[config.mk]
export PLATFORM = sky130hd
export DESIGN_NAME = ahs_ram
export DESIGN_NICKNAME = d
export VERILOG_FILES = /design/src/rtl/ahs_ram.sv
export SDC_FILE = /design/constraint.sdc
export NUM_CORES = 1
export LEC_CHECK = 0
export BUFFER_PORTS_ARGS = -buffer_cell sky130_fd_sc_hd__buf_4
export CAP_MARGIN = 25
export CORE_MARGIN = 2
export CORE_UTILIZATION = 38
export CTS_CLUSTER_SIZE = 14
export DETAILED_ROUTE_END_ITERATION = 10
export SYNTH_ARGS = -nofsm -noshare
export SYNTH_HDL_FRONTEND = slang
export SYNTH_SLANG_ARGS = --single-unit
[constraint.sdc]
create_clock -name i_clk -period 2.5 [get_ports i_clk]
set_input_delay 0.375 -clock i_clk [delete_from_list [all_inputs] [get_ports i_clk]]
set_output_delay 0.375 -clock i_clk [all_outputs]
set_load 0.05 [all_outputs]
[src/rtl/ahs_ram.sv]
// ---------------------------------------------------------------------------
// ahs_ram: generic single-port-write, single-read RAM.
// One write port and one read port with registered read data.
// ---------------------------------------------------------------------------
`default_nettype none
module ahs_ram #(
    parameter int WIDTH = 8,
    parameter int DEPTH = 16
) (
    input  wire logic                     i_clk,
    input  wire logic                     i_we,
    input  wire logic [$clog2(DEPTH)-1:0] i_waddr,
    input  wire logic [WIDTH-1:0]         i_wdata,
    input  wire logic [$clog2(DEPTH)-1:0] i_raddr,
    output logic      [WIDTH-1:0]         o_rdata
);
    logic [WIDTH-1:0] r_mem [DEPTH];

    always_ff @(posedge i_clk) begin
        if (i_we) begin
            r_mem[i_waddr] <= i_wdata;
        end
        o_rdata <= r_mem[i_raddr];
    end
endmodule
`default_nettype wire

==> run metrics <==
slew at the pin closest to its max-slew limit 0.802 ns; unrepaired setup endpoints after global routing no; first-pass GRT wire length 14.7 mm; Final min period around 1.5 ns; vias in the first global route between 2000 and 2500; maximum VDD drop slightly below 0.0006 V; Syn Area/Cell around 22 µm²; Cells after Synth 229; Worst Setup Slack, final around 0.99 ns; TritonCTS Buffers 17; worst skew pair latency 0.41 ns; Synth Warn # 0; Iter 0 DRT Violations ~260; HP Class primary input to flop; P_int ~0.004 W; Die Height 120 µm; Slew Limit Fails 0; Distinct cells, synth 19; Synth top area share 0.747; Clk network pwr share 0.445; Critical Path Max Stage Delay 0.56 ns; nets about 300; CTS tree yes; Mapped Area between 5000 and 6000 µm²; Final ANT Viol Nets 0; H-tree levels 4; Seq cells post-synth ~140; Placer Congestion approximately 0.74; First-pass DRT Iterations 4; crit end category flop; Crit Path Max Fanout 18; Period Utilization, post-route 0.602; PwrDens roughly 840 nW/µm²; final setup TNS 0 ns; part of the power in registers 0.498; Comb pwr share 0.058; Max Cap Violations 0; Die ar. 14500 µm²; Peak Freq 664 MHz; Area Overhead vs Synth 19.9%; ratio of cells with drive above 1 in the final layout 0.306; DRC viols 0; buffers and inverters on the worst path 2; Routed WL between 9 and 10 mm; worst slack, placed 0.568 ns; critical path class primary input to flop; area leader, netlist edfxtp_1; Rel. slew slack 0.464; final HPWL from detailed placement ~6.2 mm; final hold vios 0; Total GRT Usage 0.146; switching power approximately 0.0011 W; CP Cell Sequence buf_4 > buf_12 > mux4_1 > a22oi_1 > nand2_1; port bufs 25; top post-synthesis cells by count 128 x edfxtp_1, 18 x mux4_2, 16 x a22oi_1; Ports 26; Final setup viols 0; EDFF count, synth 128; top cells by area, synth edfxtp_1 75%, mux4_2 7.9%, mux4_1 7.1%; Final Total Pwr 0.00515 W; GR Overflow Total 0; FP Rows 42; ys async rst share 0; Root Buffer clkbuf_16; Cell Area, Placed between 5000 and 6000 µm²; n_diodes 0; initial core utilization 0.389; most instantiated library cell after synthesis edfxtp_1; Slowest cell on crit path mux4_1; status completed; Reg clk slew, reported paths about 0.060 ns; Worst Skew approximately 0.0054 ns; Hold WS ~0.28 ns; fin area roughly 6000 µm²; register area share after synthesis 0.778; initial antenna violation count 0; CP startpoint kind primary input; vias 2376; Worst Path Required 2.78 ns; hold buffers post-CTS 0; number of vias per cell between 5 and 6; post-cts sizing count 0; DR WL/cell 20.5 µm; Sw Ratio 0.204; crit path DAT between 1.5 and 2 ns; static leakage 2.09 nW; Post-Syn Nets between 200 and 250; ys flop type edfxtp_1; CTS sink count approximately 140; Largest delay share family, worst path multiplexers; clock tree buffer depth 2; Core Region 13200 µm²; Setup Fix Bufs, Post-CTS 0; largest net degree at the start of global routing 33; die width between 100 and 150 µm
-- area by class of cell --
class                           count  area [µm²]
Timing Repair Buffer               43         335
Sequential cell                   136        4000
Multi-Input combinational cell     83        1060
Clock buffer                       23         478
Clock inverter                      9        75.1
Fill cell                        1098        7070
Tap cell                          176         220
-- worst reg2reg max path: cells and delay by family (launching register included) --
| kind | cells | cell delay [ns] |
|---|---|---|
| AOI/OAI and AO/OA | 1 | 0.29 |
| DFF | 1 | 0.35 |
| muxes | 1 | 0.50 |
| and+or+nand+nor | 1 | 0.12 |
-- path summary, 6_finish.rpt --
| check | depth (start not counted) | startpoint | slack [ns] | endpoint |
|---|---|---|---|---|
| min | 1 | i_wdata[6] | 0.28 | r_mem[7][6] |
| max | 5 | i_raddr[0] | 0.99 | o_rdata[2] |
| min reg2reg | 3 | r_mem[12][3] | 0.68 | o_rdata[3] |
| max reg2reg | 3 | r_mem[1][2] | 1.11 | o_rdata[2] |
-- cells by family (layout without fill, tap and decap cells) --
logic type | Yosys count | in the layout | share of synthesized area
simple gates | 35 | 35 | 0.0318
mux | 32 | 32 | 0.150
flops | 136 | 136 | 0.778
buf+inv | 10 | 75 | 0.0168
compound gates | 16 | 16 | 0.0233
-- cells in the final DEF (no fill, tap or decap), drive strengths merged --
cell	instances
edfxtp	128
buf	43
mux4	32
clkbuf	23
a22oi	16
nor2	13
nand2	9
dfxtp	8
clkinv	7
nor3	4
nand3b	2
nand2b	2
nor2b	1
and2	1
and2b	1
nand3	1
or3b	1
bufinv	1
clkinvlp	1
-- flip-flops by register name (all words and copies together), names as in the netlist --
signal / flops
o_rdata: 8
r_mem: 128
-- power by group through the flow --
stage          Sequential [W]  Combinational [W]  Clock [W]
3_3_place_gp          0.00261           0.000296          0
2_1_floorplan         0.00266           0.000129          0
3_5_place_dp          0.00261           0.000301          0
5_1_grt               0.00257           0.000319    0.00244
6_report              0.00257           0.000297    0.00229
4_1_cts               0.00257           0.000302    0.00233
-- through the flow --
stage                     utilization  instances
final                           0.466        470
after global routing            0.466        470
after CTS                       0.466        470
after detailed placement        0.424        438
after global placement          0.424        438
after floorplan                     -        229
-- metal layers --
| layer | wire, µm | GRT usage |
|---|---|---|
| met5 | 0 | 0 |
| met4 | 135 | 0.0581 |
| met3 | 338 | 0.0528 |
| met2 | 4830 | 0.226 |
| met1 | 4320 | 0.187 |
Power figures use the tool's default switching activity.
